<file path="src/hdl/cms_pkg.sv">
// Shared types, codes and calendar helpers for the calendar minute stepper.
// No dependencies.
package cms_pkg;

  localparam logic [1:0] OP_ADD_MINUTE = 2'd0;
  localparam logic [1:0] OP_SUB_MINUTE = 2'd1;
  localparam logic [1:0] OP_TO_UTC     = 2'd2;

  localparam logic [1:0] DST_STANDARD = 2'd0;
  localparam logic [1:0] DST_SUMMER   = 2'd1;
  localparam logic [1:0] DST_UNKNOWN  = 2'd2;
  localparam logic [1:0] DST_UTC      = 2'd3;

  localparam logic [11:0] YEAR_FIRST = 12'd1900;
  localparam logic [11:0] YEAR_LAST  = 12'd2299;

  localparam logic [5:0] MINUTE_LAST = 6'd59;
  localparam logic [4:0] HOUR_LAST   = 5'd23;
  localparam logic [2:0] WEEKDAY_MON = 3'd1;
  localparam logic [2:0] WEEKDAY_SUN = 3'd7;
  localparam logic [3:0] MONTH_JAN   = 4'd1;
  localparam logic [3:0] MONTH_FEB   = 4'd2;
  localparam logic [3:0] MONTH_DEC   = 4'd12;

  typedef struct packed {
    logic [2:0]  weekday;
    logic [4:0]  day;
    logic [3:0]  month;
    logic [11:0] year;
  } date_t;

  // Year is always inside 1900..2299 here, so the century rule
  // reduces to three excluded years.
  function automatic logic leap_year(input logic [11:0] yr);
    logic century_miss;
    century_miss = (yr == 12'd1900) || (yr == 12'd2100) || (yr == 12'd2200);
    return (yr[1:0] == 2'b00) && !century_miss;
  endfunction

  function automatic logic [4:0] month_length(input logic [3:0] mo,
                                              input logic [11:0] yr);
    logic [4:0] len;
    if (mo == MONTH_FEB) begin
      len = leap_year(yr) ? 5'd29 : 5'd28;
    end else if (mo == 4'd4 || mo == 4'd6 || mo == 4'd9 || mo == 4'd11) begin
      len = 5'd30;
    end else begin
      len = 5'd31;
    end
    return len;
  endfunction

endpackage

</file>
<file path="src/hdl/cms_day_step.sv">
// One-day step of weekday, day, month and year, forward or backward.
// Depends on cms_pkg.
module cms_day_step (
  input  cms_pkg::date_t cur,
  input  logic           fwd,
  input  logic           bwd,
  output cms_pkg::date_t nxt
);

  logic [4:0]  cur_len;
  logic [4:0]  prev_len;
  logic [3:0]  prev_month;
  logic [11:0] prev_year;

  assign cur_len = cms_pkg::month_length(cur.month, cur.year);

  // Month and year before the current one, with the window wrap.
  always_comb begin
    if (cur.month == cms_pkg::MONTH_JAN) begin
      prev_month = cms_pkg::MONTH_DEC;
      prev_year  = (cur.year == cms_pkg::YEAR_FIRST) ? cms_pkg::YEAR_LAST
                                                     : cur.year - 12'd1;
    end else begin
      prev_month = cur.month - 4'd1;
      prev_year  = cur.year;
    end
  end

  assign prev_len = cms_pkg::month_length(prev_month, prev_year);

  always_comb begin
    nxt = cur;
    if (fwd) begin
      nxt.weekday = (cur.weekday == cms_pkg::WEEKDAY_SUN) ? cms_pkg::WEEKDAY_MON
                                                          : cur.weekday + 3'd1;
      if (cur.day >= cur_len) begin
        nxt.day = 5'd1;
        if (cur.month == cms_pkg::MONTH_DEC) begin
          nxt.month = cms_pkg::MONTH_JAN;
          nxt.year  = (cur.year == cms_pkg::YEAR_LAST) ? cms_pkg::YEAR_FIRST
                                                       : cur.year + 12'd1;
        end else begin
          nxt.month = cur.month + 4'd1;
        end
      end else begin
        nxt.day = cur.day + 5'd1;
      end
    end else if (bwd) begin
      nxt.weekday = (cur.weekday == cms_pkg::WEEKDAY_MON) ? cms_pkg::WEEKDAY_SUN
                                                          : cur.weekday - 3'd1;
      if (cur.day == 5'd1) begin
        nxt.month = prev_month;
        nxt.year  = prev_year;
        nxt.day   = prev_len;
      end else begin
        nxt.day = cur.day - 5'd1;
      end
    end
  end

endmodule

</file>
<file path="src/hdl/calendar_minute_step_top.sv">
// Top level of the calendar minute stepper: input register, carry logic,
// result register. Depends on cms_pkg and cms_day_step.
//
// Takes one broken-down time per beat and steps it one minute forward, one
// minute back, or converts local time to UTC (minus one hour in standard
// time, minus two in summer time; unknown and UTC pass through). Fields out
// of range are clamped first, except a day past the end of its month.
// Carries run through hour, weekday, day, month and year with Gregorian
// leap years; the year wraps inside 1900..2299. A pending DST switch at the
// hour boundary adds one extra hour step in standard time and cancels the
// step in summer time; if the hour sum then passes 24 or falls below -1,
// hour_fault is set and the hour is held at the edge with no day carry.
// An accepted beat waits in the input register until the result register
// is free or its result is taken, then passes the carry logic into it and
// result_valid rises. One beat is accepted per cycle as long as
// result_ready keeps up. A stalled result is held in the result register
// while the input register still takes one more beat.
module calendar_minute_step_top (
  input  logic        clk,
  input  logic        rst,

  input  logic        item_valid,
  output logic        item_ready,
  input  logic [1:0]  operation,
  input  logic [5:0]  minute,
  input  logic [4:0]  hour,
  input  logic [2:0]  weekday,
  input  logic [4:0]  day,
  input  logic [3:0]  month,
  input  logic [11:0] year,
  input  logic [1:0]  dst_state,
  input  logic        dst_change_due,

  output logic        result_valid,
  input  logic        result_ready,
  output logic [5:0]  new_minute,
  output logic [4:0]  new_hour,
  output logic [2:0]  new_weekday,
  output logic [4:0]  new_day,
  output logic [3:0]  new_month,
  output logic [11:0] new_year,
  output logic [1:0]  new_dst_state,
  output logic        hour_fault
);

  // ---------------------------------------------------------------------
  // Input register stage
  // ---------------------------------------------------------------------
  logic        stage_valid;
  logic [1:0]  stage_op;
  logic [5:0]  stage_minute;
  logic [4:0]  stage_hour;
  logic [2:0]  stage_weekday;
  logic [4:0]  stage_day;
  logic [3:0]  stage_month;
  logic [11:0] stage_year;
  logic [1:0]  stage_dst;
  logic        stage_due;

  logic advance;   // stage moves into the result register
  logic take;      // input beat accepted

  assign advance    = stage_valid && (!result_valid || result_ready);
  assign item_ready = !stage_valid || advance;
  assign take       = item_valid && item_ready;

  always_ff @(posedge clk) begin
    if (rst) begin
      stage_valid <= 1'b0;
    end else if (item_ready) begin
      stage_valid <= item_valid;
    end
  end

  always_ff @(posedge clk) begin
    if (take) begin
      stage_op      <= operation;
      stage_minute  <= minute;
      stage_hour    <= hour;
      stage_weekday <= weekday;
      stage_day     <= day;
      stage_month   <= month;
      stage_year    <= year;
      stage_dst     <= dst_state;
      stage_due     <= dst_change_due;
    end
  end

  // ---------------------------------------------------------------------
  // Clamp every field into its legal range
  // ---------------------------------------------------------------------
  logic [5:0]     mi;
  logic [4:0]     hr;
  cms_pkg::date_t date_in;

  always_comb begin
    mi = (stage_minute > cms_pkg::MINUTE_LAST) ? cms_pkg::MINUTE_LAST : stage_minute;
    hr = (stage_hour > cms_pkg::HOUR_LAST) ? cms_pkg::HOUR_LAST : stage_hour;
    date_in.weekday = (stage_weekday == 3'd0) ? cms_pkg::WEEKDAY_MON : stage_weekday;
    date_in.day     = (stage_day == 5'd0) ? 5'd1 : stage_day;
    if (stage_month == 4'd0) begin
      date_in.month = cms_pkg::MONTH_JAN;
    end else if (stage_month > cms_pkg::MONTH_DEC) begin
      date_in.month = cms_pkg::MONTH_DEC;
    end else begin
      date_in.month = stage_month;
    end
    if (stage_year < cms_pkg::YEAR_FIRST) begin
      date_in.year = cms_pkg::YEAR_FIRST;
    end else if (stage_year > cms_pkg::YEAR_LAST) begin
      date_in.year = cms_pkg::YEAR_LAST;
    end else begin
      date_in.year = stage_year;
    end
  end

  // ---------------------------------------------------------------------
  // Minute step and hour delta
  // The hour moves by -2..+2 in one beat, so it wraps at most once and the
  // date moves by at most one day.
  // ---------------------------------------------------------------------
  logic              utc_conv;
  logic              due_summer;
  logic              due_standard;
  logic [5:0]        mi_next;
  logic signed [2:0] delta;
  logic signed [6:0] hsum;
  logic [4:0]        hr_next;
  logic              day_fwd;
  logic              day_bwd;
  logic              fault_next;
  logic [1:0]        dst_next;

  assign utc_conv     = (stage_op == cms_pkg::OP_TO_UTC) &&
                        ((stage_dst == cms_pkg::DST_STANDARD) ||
                         (stage_dst == cms_pkg::DST_SUMMER));
  assign due_summer   = stage_due && (stage_dst == cms_pkg::DST_SUMMER);
  assign due_standard = stage_due && (stage_dst == cms_pkg::DST_STANDARD);

  always_comb begin
    mi_next = mi;
    delta   = 3'sd0;
    unique case (stage_op)
      cms_pkg::OP_ADD_MINUTE: begin
        if (mi == cms_pkg::MINUTE_LAST) begin
          mi_next = 6'd0;
          if (due_summer) begin
            delta = 3'sd0;
          end else if (due_standard) begin
            delta = 3'sd2;
          end else begin
            delta = 3'sd1;
          end
        end else begin
          mi_next = mi + 6'd1;
        end
      end
      cms_pkg::OP_SUB_MINUTE: begin
        if (mi == 6'd0) begin
          mi_next = cms_pkg::MINUTE_LAST;
          if (due_summer) begin
            delta = 3'sd0;
          end else if (due_standard) begin
            delta = -3'sd2;
          end else begin
            delta = -3'sd1;
          end
        end else begin
          mi_next = mi - 6'd1;
        end
      end
      cms_pkg::OP_TO_UTC: begin
        if (utc_conv) begin
          delta = (stage_dst == cms_pkg::DST_SUMMER) ? -3'sd2 : -3'sd1;
        end
      end
      default: begin
        mi_next = mi;
      end
    endcase
  end

  assign hsum = $signed({2'b00, hr}) + $signed({{4{delta[2]}}, delta});

  // Hour wrap, day carry and the two fault cases (DST switch in standard
  // time past midnight forward, or before midnight backward).
  always_comb begin
    hr_next    = hsum[4:0];
    day_fwd    = 1'b0;
    day_bwd    = 1'b0;
    fault_next = 1'b0;
    if (hsum == 7'sd24) begin
      hr_next = 5'd0;
      day_fwd = 1'b1;
    end else if (hsum > 7'sd24) begin
      hr_next    = cms_pkg::HOUR_LAST;
      fault_next = 1'b1;
    end else if (hsum < 7'sd0) begin
      if (utc_conv || hsum == -7'sd1) begin
        hr_next = 5'(hsum + 7'sd24);
        day_bwd = 1'b1;
      end else begin
        hr_next    = 5'd0;
        fault_next = 1'b1;
      end
    end
  end

  assign dst_next = utc_conv ? cms_pkg::DST_UTC : stage_dst;

  cms_pkg::date_t date_next;

  cms_day_step u_day_step (
    .cur (date_in),
    .fwd (day_fwd),
    .bwd (day_bwd),
    .nxt (date_next)
  );

  // ---------------------------------------------------------------------
  // Result register
  // ---------------------------------------------------------------------
  always_ff @(posedge clk) begin
    if (rst) begin
      result_valid <= 1'b0;
    end else if (advance) begin
      result_valid <= 1'b1;
    end else if (result_ready) begin
      result_valid <= 1'b0;
    end
  end

  always_ff @(posedge clk) begin
    if (advance) begin
      new_minute    <= mi_next;
      new_hour      <= hr_next;
      new_weekday   <= date_next.weekday;
      new_day       <= date_next.day;
      new_month     <= date_next.month;
      new_year      <= date_next.year;
      new_dst_state <= dst_next;
      hour_fault    <= fault_next;
    end
  end

endmodule

</file>
<file path="config.mk">
export PLATFORM = sky130hd
export DESIGN_NAME = calendar_minute_step_top
export DESIGN_NICKNAME = d
export VERILOG_FILES = /design/src/hdl/cms_pkg.sv /design/src/hdl/cms_day_step.sv /design/src/hdl/calendar_minute_step_top.sv
export SDC_FILE = /design/constraint.sdc
export NUM_CORES = 1
export LEC_CHECK = 0
export BUFFER_PORTS_ARGS = -buffer_cell sky130_fd_sc_hd__clkbuf_2
export CELL_PAD_IN_SITES_DETAIL_PLACEMENT = 0
export CELL_PAD_IN_SITES_GLOBAL_PLACEMENT = 1
export CORE_MARGIN = 5
export CORE_UTILIZATION = 48
export CTS_CLUSTER_SIZE = 28
export DETAILED_ROUTE_END_ITERATION = 10
export PLACE_DENSITY = 0.95
export SLEW_MARGIN = 20
export SYNTH_ARGS = -nofsm -noshare
export SYNTH_HDL_FRONTEND = slang
export SYNTH_SLANG_ARGS = --single-unit
</file>
<file path="constraint.sdc">
create_clock -name clk -period 11.9 [get_ports clk]
set_clock_uncertainty 0.2 [all_clocks]
set_input_delay 0 -clock clk [delete_from_list [all_inputs] [get_ports clk]]
set_output_delay 0 -clock clk [all_outputs]
set_load 0.1 [all_outputs]
</file>
======== After elaboration in Yosys (flattened, before gate mapping) ========
Cells that the tools add are included.
W data, S select, Z words.
cells by class
  add/sub/neg operators ................... 12
  multipliers ............................. 0
  div/mod/pow operators ................... 0
  $lt $le $gt $ge ......................... 8
  equal/unequal tests ..................... 28
  shift-type cells ........................ 0
  multiplexer cells ....................... 53
  bitwise logic cells ..................... 0
  reduce and logical (&&, ||, !) cells .... 35
operators by type and width
  operator                 number
  $mux W12                 6
  $eq A12 B12 Y1 const B   5
  $mux W24                 2
  $mux W5                  9
  $mux W16                 2
  $eq A12 B11 Y1 const B   2
  $eq A4 B4 Y1 const B     5
  $mux W3                  6
  $mux W6                  3
  $eq A4 B3 Y1 const B     4
  $mux W1                  16
  $mux W4                  4
  $logic_or A1 B1 Y1       14
  $add A12 B1 Y12 const B  1
  $gt A12 B12 Y1 const B   1
  $lt A12 B11 Y1 const B   1
  $pmux W6 S2              1
  $sub A12 B1 Y12 const B  1
  $pmux W3 S3              1
  $eq A4 B2 Y1 const B     2
  $logic_not A2 Y1         4
  $add A6 B3 Y7            1
  $eq A7 B1 Y1 const B     1
  $eq A7 B6 Y1 const B     1
  31 further kinds         43
storage, ports and cells
  register bits after elaboration ......... 80
  bits in latches ......................... 0
  memory bits (writable) .................. 0
  bits in read-only memories .............. 0
  input port bits ......................... 44
  output and inout port bits .............. 40
  memories ................................ 0

======== Longest topological paths before layout ========
Gate-level depths: netlist (run 1).
  depth after elaboration ................. 16
  mapped depth ............................ 20

======== By module ========
From an unflattened synthesis (run 1), not the netlist that was laid out.
unflattened totals
  cells, all modules ...................... 567
  area total of the unflattened synthesis .. 5411.4 um^2
modules (own cells, without submodules)
  module                    times used  cells each  area an instance (um^2)
  calendar_minute_step_top  1           269         3502.1
  cms_day_step              1           298         1909.3

======== Worst setup path before layout (run 1) ========
OpenSTA, ideal clock, no wires.
  kind .................................... reg2reg
  start point ............................. reg stage_minute[3]
  end point ............................... reg new_year[1], data pin
  setup time .............................. 0.261 ns
  arrival ................................. 4.173 ns
  required time ........................... 11.439 ns
  slack ................................... 7.266 ns
  stages on the path, launching flop included .. 19
  clock period less this slack ............ 4.634 ns
  cell sequence ........................... edfxtp_1 > buf_2 > and3_1 > clkbuf_1 > a21oi_1 > ha_1 > nor3b_2 > and4b_4 > a21oi_4 > o41ai_1 > fa_1 > a21o_1 > a21o_1 > xnor2_1 > o31ai_1 > o2111ai_2 > nand2_1 > o21ai_0 > a221o_1
RTL lines
  what                    RTL line                         text
  from (decl)             calendar_minute_step_top.sv:51   logic [5:0] stage_minute;
  from (signal assigned)  calendar_minute_step_top.sv:78   stage_minute <= minute;
  to (signal assigned)    calendar_minute_step_top.sv:240  new_year <= date_next.year;
  to (decl)               calendar_minute_step_top.sv:41   output logic [11:0] new_year,

==> results.md, run 1 <==
* Status: complete, no violations
* Setup bufs post-CTS at 0
* Bufs on Longest Clock Path at 2
* WP data required at 11.83 ns
* RSZ-0062 raised after global routing: false
* Pins Over Slew Limit at 0
* FILL cells at between 800 and 900
* Min Tclk post-route at roughly 5.5 ns
* Post-route ant nets at 0
* DR WL/cell at between 15 and 20 um
* Root Buffer: clkbuf_8
* VDD IR max at between 100 and 150 uV
* Static Leak at 0.002437 uW
* DR DRC count at 0
* CTS tree: done
* Setup violators final at 0
* H-tree lvl count at 3
* Final Hold Viols at 0
* Share of layout cells above drive strength 1 at between 10% and 20%
* First-pass GRT wire length at 20.16 mm
* Starting Density at 49.35%
* Yosys reg bits at 80
* Die area at around 13000 um^2
* Largest net degree at the start of global routing at just over 40
* Area Overhead vs Synth at 22.18%
* Max FO, Critical Path at 16
* CP endpoint kind: flip-flop
* Worst min path class: in -> reg
* Initial antenna violation count at 0
* P per Cell Area at about 110 nW/um^2
* CP startpoint: stage_minute[3]$_DFFE_PP_
* Hold Crit Start: minute[4]
* Via count at approximately 4300
* Least-Margin Pin Slew at ~0.95 ns
* Crit path launch type: flip-flop
* Gr usage total at approximately 20%
* Synth Warn # at 0
* Post-synth ARST share at 0%
* I/O pin count at between 80 and 90
* Grt ovf at 0
* Detailed Routing Iterations Pass 1 at 5
* CTS clk-pin slew, worst paths at roughly 0.090 ns
* Seq. cell area at approximately 2400 um^2
* Worst Setup Path Type: reg -> reg
* Footprint of the multi-input gates at 2530 um^2
* MaxCap Viol Count at 0
* Wire length after detailed routing at between 10 and 15 mm
* Core Area at approximately 10000 um^2
* Vias in the first global route at around 4200
* Initial detailed-routing violation count at roughly 280
* DP HPWL at between 8 and 9 mm
* Reg-to-reg startpoint: stage_minute[3]$_DFFE_PP_
* Sequential-to-total area share from yosys stat at 46.55%
* Total CTS buffers at 9
* Main synth FF type: edfxtp_1
* Post-synth EDFFs at between 70 and 80
* Setup tns final at 0 ns
* Peak Freq at 181.2 MHz
* Synth unique cells at 73
* Worst-Skew Late Latency at between 0.3 and 0.4 ns
* GP Congestion at between 0.8 and 0.9
* Fin crit share at a little under half
* Worst rel slew slack at between 30 and 40%
* CTS Sinks at 80
* Die W at about 110 um
* Nets@finish at approximately 700
* Area of the mapped netlist at a little over 5000 um^2
* IO Port Bufs at between 80 and 90
* Cells after Synth at around 500
* ANT cells at 0
* Die height at 113.3 um
* Post-cts resize count at 0
* Worst EP arrival at 5.45 ns
* Synth Net Count at 582
* Overall Power at between 700 and 800 uW
* Post-Syn Area per Cell at 10.01 um^2
* Vias per inst at around 5.7
* Std cell rows at 37
==> layout make-up <==
class	count	share of cell area [%]
sequential	80	38.10
clock inverter	6	1.101
clock buffer	10	2.041
timing repair buffer	129	14.25
tap	136	2.722
inverter	22	1.321
multi-input combinational	383	40.46
==> report_power, final <==
part / internal (uW) / switching (uW)
sequential: 330 / 16.1
combinational: 50.7 / 110
clock: 97.9 / 101
==> synthesized netlist by cell type (3+ instances only) <==
master | n | share of area [%]
buf_2 | 12 | 1.2
inv_1 | 22 | 1.6
nor2_1 | 50 | 3.7
nand2b_1 | 10 | 1.2
a31oi_1 | 11 | 1.3
ha_1 | 26 | 6.4
clkbuf_1 | 10 | 0.73
nand2_1 | 39 | 2.9
o21a_1 | 5 | 0.73
a21o_1 | 6 | 0.88
nand3_1 | 19 | 1.9
o22ai_1 | 5 | 0.61
a21oi_1 | 27 | 2.6
xor2_1 | 11 | 1.9
nor4_1 | 10 | 1.2
or4_1 | 3 | 0.44
or3_1 | 6 | 0.73
nor2b_1 | 11 | 1.3
and3_1 | 4 | 0.49
o41ai_1 | 3 | 0.51
nor3_1 | 13 | 1.3
o21ai_1 | 3 | 0.29
or2_2 | 3 | 0.37
o31ai_1 | 8 | 1.2
nand3b_1 | 3 | 0.44
nand4_1 | 3 | 0.37
edfxtp_1 | 78 | 46
xnor2_1 | 13 | 2.2
o21ai_0 | 32 | 3.1
a311oi_1 | 3 | 0.51
o211ai_1 | 4 | 0.59
a211oi_1 | 3 | 0.44
==> routing by layer <==
layer	vias to the layer above	wire length (um)	part of all wire, %	track usage [%]
met2	163	5725	47	31.60
met1	2035	5403	44	25.80
li1	2125	-	-	-
met3	23	806	6.6	4.171
met5	-	0	0	0
met4	0	319	2.6	8.974
==> per-stage QoR <==
stage                     utilization [%]  cell area [um^2]  setup slack, ns  hold WS, ns  cells
after CTS                           60.03              6225            6.468       0.1048    765
after global routing                60.29              6252            6.148       0.1137    766
final                               60.29              6252            6.382       0.1281    766
after floorplan                         -              5117            7.266      -0.1276    511
after detailed placement            53.89              5588            6.482     -0.02137    705
after global placement              53.89              5588            6.770     -0.02594    705
==> kinds of logic after synthesis <==
logic type	synth area share, %
buffers and inverters	4.181
XOR/XNOR	4.743
flip-flops	46.55
AO/OA/AOI/OAI	17.58
adder cells (fa/ha/maj)	6.748
multiplexers	0.9046
AND/OR/NAND/NOR	19.29
==> path summary, 6_finish.rpt <==
kind                               endpoint  slack (ns)  cells past startpoint
max                   new_year[0]$_DFFE_PP_        6.38                     16
min               stage_minute[4]$_DFFE_PP_        0.13                      2
max reg2reg           new_year[0]$_DFFE_PP_        6.38                     16
min reg2reg  new_dst_state[0]$_SDFFCE_PP1P_        0.44                      1
==> repair_timing <==
item,4_1_cts,5_1_grt
hold endpoints to repair,42,0
hold buffers,44,0
endpoints found under the setup margin,0,0
==> sequential cells by signal, indices dropped and copies added, names as in the netlist, 4 cells and up <==
name and flops:
new_year 12, stage_year 12, new_minute 6, stage_minute 6, new_day 5, new_hour 5
stage_day 5, stage_hour 5, new_month 4, stage_month 4
==> worst max-delay path: stages (launching register included) <==
cell and delay [ns]:
edfxtp_1 0.52, and3_1 0.35, a21oi_1 0.17, ha_1 0.28, nor3b_2 0.19, and4b_4 0.22, a21oi_4 0.29, o41ai_1 0.20
fa_1 0.49, a21o_1 0.18, a21o_1 0.21, xnor2_1 0.18, o31ai_1 0.56, o2111ai_2 0.55, nand2_1 0.22, o21ai_0 0.12
a211o_1 0.32
==> cells in the final DEF (no fill, tap or decap), types with 3 or more instances in the layout <==
cell type,count
clkbuf_2,83
a31oi_1,11
nand2_1,39
o21a_1,5
and3_1,4
inv_1,22
o21ai_1,3
o31ai_1,8
nor4_1,10
nor2_1,50
xor2_1,11
a21o_1,6
nand2b_1,10
dlygate4sd3_1,44
a311oi_1,3
or2_2,3
or3_1,6
nand3b_1,3
nor2b_1,10
o21ai_0,32
a211oi_1,3
xnor2_1,13
a21oi_1,27
edfxtp_1,78
o41ai_1,3
or4_1,3
nor3_1,13
o22ai_1,5
clkbuf_8,9
o211ai_1,4
ha_1,26
nand3_1,19
nand4_1,3
No activity file was read; power rests on OpenSTA's default activity.
==> run 2, diff against run 1 <==
Settings changed: CORE_UTILIZATION 48 to 44, PLACE_DENSITY 0.95 to 0.9.
Clock period 11.9 ns to 5.2 ns, I/O delays scaled along.
==> run 2 against run 1 <==
  * Design area rose by 4.0%
  * Sequential power is 130% higher
  * Worst setup slack worse by 6.1 ns
  * Sequential cell count stayed put
  * Critical path depth increased by 1
==> results.md, run 2 (synthesis results as in run 1) <==
* Peak Freq at 204.7 MHz (was 181.2 MHz)
* Fin crit share at 93.92% (was 46.37%)
* Max FO, Critical Path at 13 (was 16)
* Std cell rows at 39 (was 37)
* Grt ovf at 0 (unchanged)
* Min Tclk post-route at 4.884 ns (was 5.518 ns)
* Initial detailed-routing violation count at 226 (was 281)
* Die area at 13890 um^2 (was 12830 um^2)
* CP endpoint kind: flip-flop (unchanged)
* Most frequent cells in the layout: 83 x clkbuf_2, 78 x edfxtp_1, 50 x nor2_1, 44 x dlygate4sd3_1, 39 x nand2_1 (unchanged)
* Initial antenna violation count at 0 (unchanged)
* ANT cells at 0 (unchanged)
* Largest net degree at the start of global routing at 41 (unchanged)
* Starting Density at 44.82% (was 49.35%)
* Least-Margin Pin Slew at 0.9792 ns (was 0.9531 ns)
* Pins Over Slew Limit at 0 (unchanged)
* Setup tns final at 0 ns (unchanged)
* Root Buffer: clkbuf_16 (was clkbuf_8)
* Total CTS buffers at 9 (unchanged)
* First-pass GRT wire length at 21.07 mm (was 20.16 mm)
* CTS Sinks at 80 (unchanged)
* Reg-to-reg startpoint: stage_minute[4]$_DFFE_PP_ (was stage_minute[3]$_DFFE_PP_)
* Die height at 117.8 um (was 113.3 um)
* CP startpoint: stage_minute[4]$_DFFE_PP_ (was stage_minute[3]$_DFFE_PP_)
* Pre-CTS WS at 0.1011 ns (was 6.482 ns)
* Detailed Routing Iterations Pass 1 at 5 (unchanged)
* Worst min path class: in -> reg (unchanged)
* WP data required at 5.08 ns (was 11.83 ns)
* Worst Reg2Reg Path Length in Cells at 17 (was 16)
* Status: complete, no violations (unchanged)
* GP Congestion at 0.8950 (was 0.8871)
* Setup violators final at 0 (unchanged)
* DR WL/cell at 15.89 um (was 16.00 um)
* Via count at 4298 (was 4346)
* DP HPWL at 9.023 mm (was 8.765 mm)
* Worst rel slew slack at 34.72% (was 36.46%)
* Worst EP arrival at 4.76 ns (was 5.45 ns)
* Post-route ant nets at 0 (unchanged)
* Largest regs: new_year (12), stage_year (12) (unchanged)
* H-tree lvl count at 3 (unchanged)
* I/O pin count at 84 (unchanged)
* P per Cell Area at 274.5 nW/um^2 (was 112.9 nW/um^2)
* VDD IR max at 159.6 uV (was 102.0 uV)
* Wire length after detailed routing at 12.54 mm (was 12.26 mm)
* Min-Delay Path Depth at 2 (unchanged)
* Final Hold Viols at 0 (unchanged)
* Worst Setup Path Type: reg -> reg (unchanged)
* Commonest non-fill, non-tap cell in the layout: clkbuf_2 (unchanged)
* Area Overhead vs Synth at 27.11% (was 22.18%)
* MaxCap Viol Count at 0 (unchanged)
* Gr usage total at 18.46% (was 19.76%)
* Overall Power at 1786 uW (was 705.9 uW)
* CTS clk-pin slew, worst paths at 0.06 ns (was 0.09 ns)
* FILL cells at 988 (was 858)
* Core Area at 11420 um^2 (was 10370 um^2)
* Static Leak at 0.002564 uW (was 0.002437 uW)
* Vias in the first global route at 4293 (was 4160)
* Worst Setup Slack, final at 0.3159 ns (was 6.382 ns)
* Die W at 117.8 um (was 113.3 um)
* Post-layout util at 56.97% (was 60.29%)
* Crit path launch type: flip-flop (unchanged)
* Nets@finish at 713 (was 696)
* Share of layout cells above drive strength 1 at 22.45% (was 19.84%)
* Bufs on Longest Clock Path at 2 (unchanged)
* Vias per inst at 5.447 (was 5.674)
* Worst-Skew Late Latency at 0.34 ns (was 0.38 ns)
* CTS tree: done (unchanged)
* IO Port Bufs at 83 (unchanged)
* Hold Crit Start: year[1] (was minute[4])
* DR DRC count at 0 (unchanged)
## run 2: changes by cell type in the layout (fill, tap and decap cells not counted), sizes merged
| cell | change |
|---|---|
| inv | -1 |
| clkbuf | +1 |
| clkinv | -1 |
| buf | +17 |
## run 2: cell type report
type	count	area, um^2	share of cell area [%]
Clock inverter	4	46.29	0.7117
Multi-Input combinational cell	383	2555	39.28
Tap cell	143	178.9	2.751
Sequential cell	80	2382	36.62
Clock buffer	11	232.7	3.578
Inverter	22	82.58	1.269
Timing Repair Buffer	146	1027	15.79
## run 2: timing repair
item	CTS	global route
resized for setup	0	7
endpoints found under the setup margin	0	23
buffers inserted	0	6
endpoints found under the hold margin	42	0
hold buffers	44	0
## run 2: worst max-delay path: stages, from the launching register on
cell and delay, ns:
edfxtp_1 0.42, and3_2 0.29, a21oi_1 0.12, ha_1 0.26, nor3b_2 0.19, and4b_4 0.23
a21oi_4 0.31, o41ai_2 0.19, fa_1 0.49, a21o_1 0.17, a21o_1 0.20, xnor2_1 0.20
o31ai_2 0.40, o2111ai_2 0.25, buf_4 0.24, o21ai_0 0.20, a221o_1 0.17, o21ai_0 0.08
## run 2: final timing paths
check,end,slack [ns]
worst max register to register,new_year[7]$_DFFE_PP_,0.32
worst max-delay path,new_year[7]$_DFFE_PP_,0.32
worst min register to register,new_dst_state[0]$_SDFFCE_PP1P_,0.42
worst min-delay path,stage_year[1]$_DFFE_PP_,0.17
## run 2: routing by layer
layer	global-route usage, %	wire [um]
met5	0	0
met4	7.527	228
met3	2.595	665
met2	31.47	6187
met1	23.54	5457
## run 2: power by group
group | switching (uW) | internal, uW
Combinational | 259 | 122
Clock | 251 | 367
Sequential | 31.4 | 756
## run 2: stage by stage
step,area [um^2],hold WS (ns),std cells
after detailed placement,5679,-0.02135,723
after global placement,5679,-0.02723,723
after CTS,6399,0.1623,782
final,6505,0.1682,789
after floorplan,5117,-0.1276,511
after global routing,6505,0.1799,789
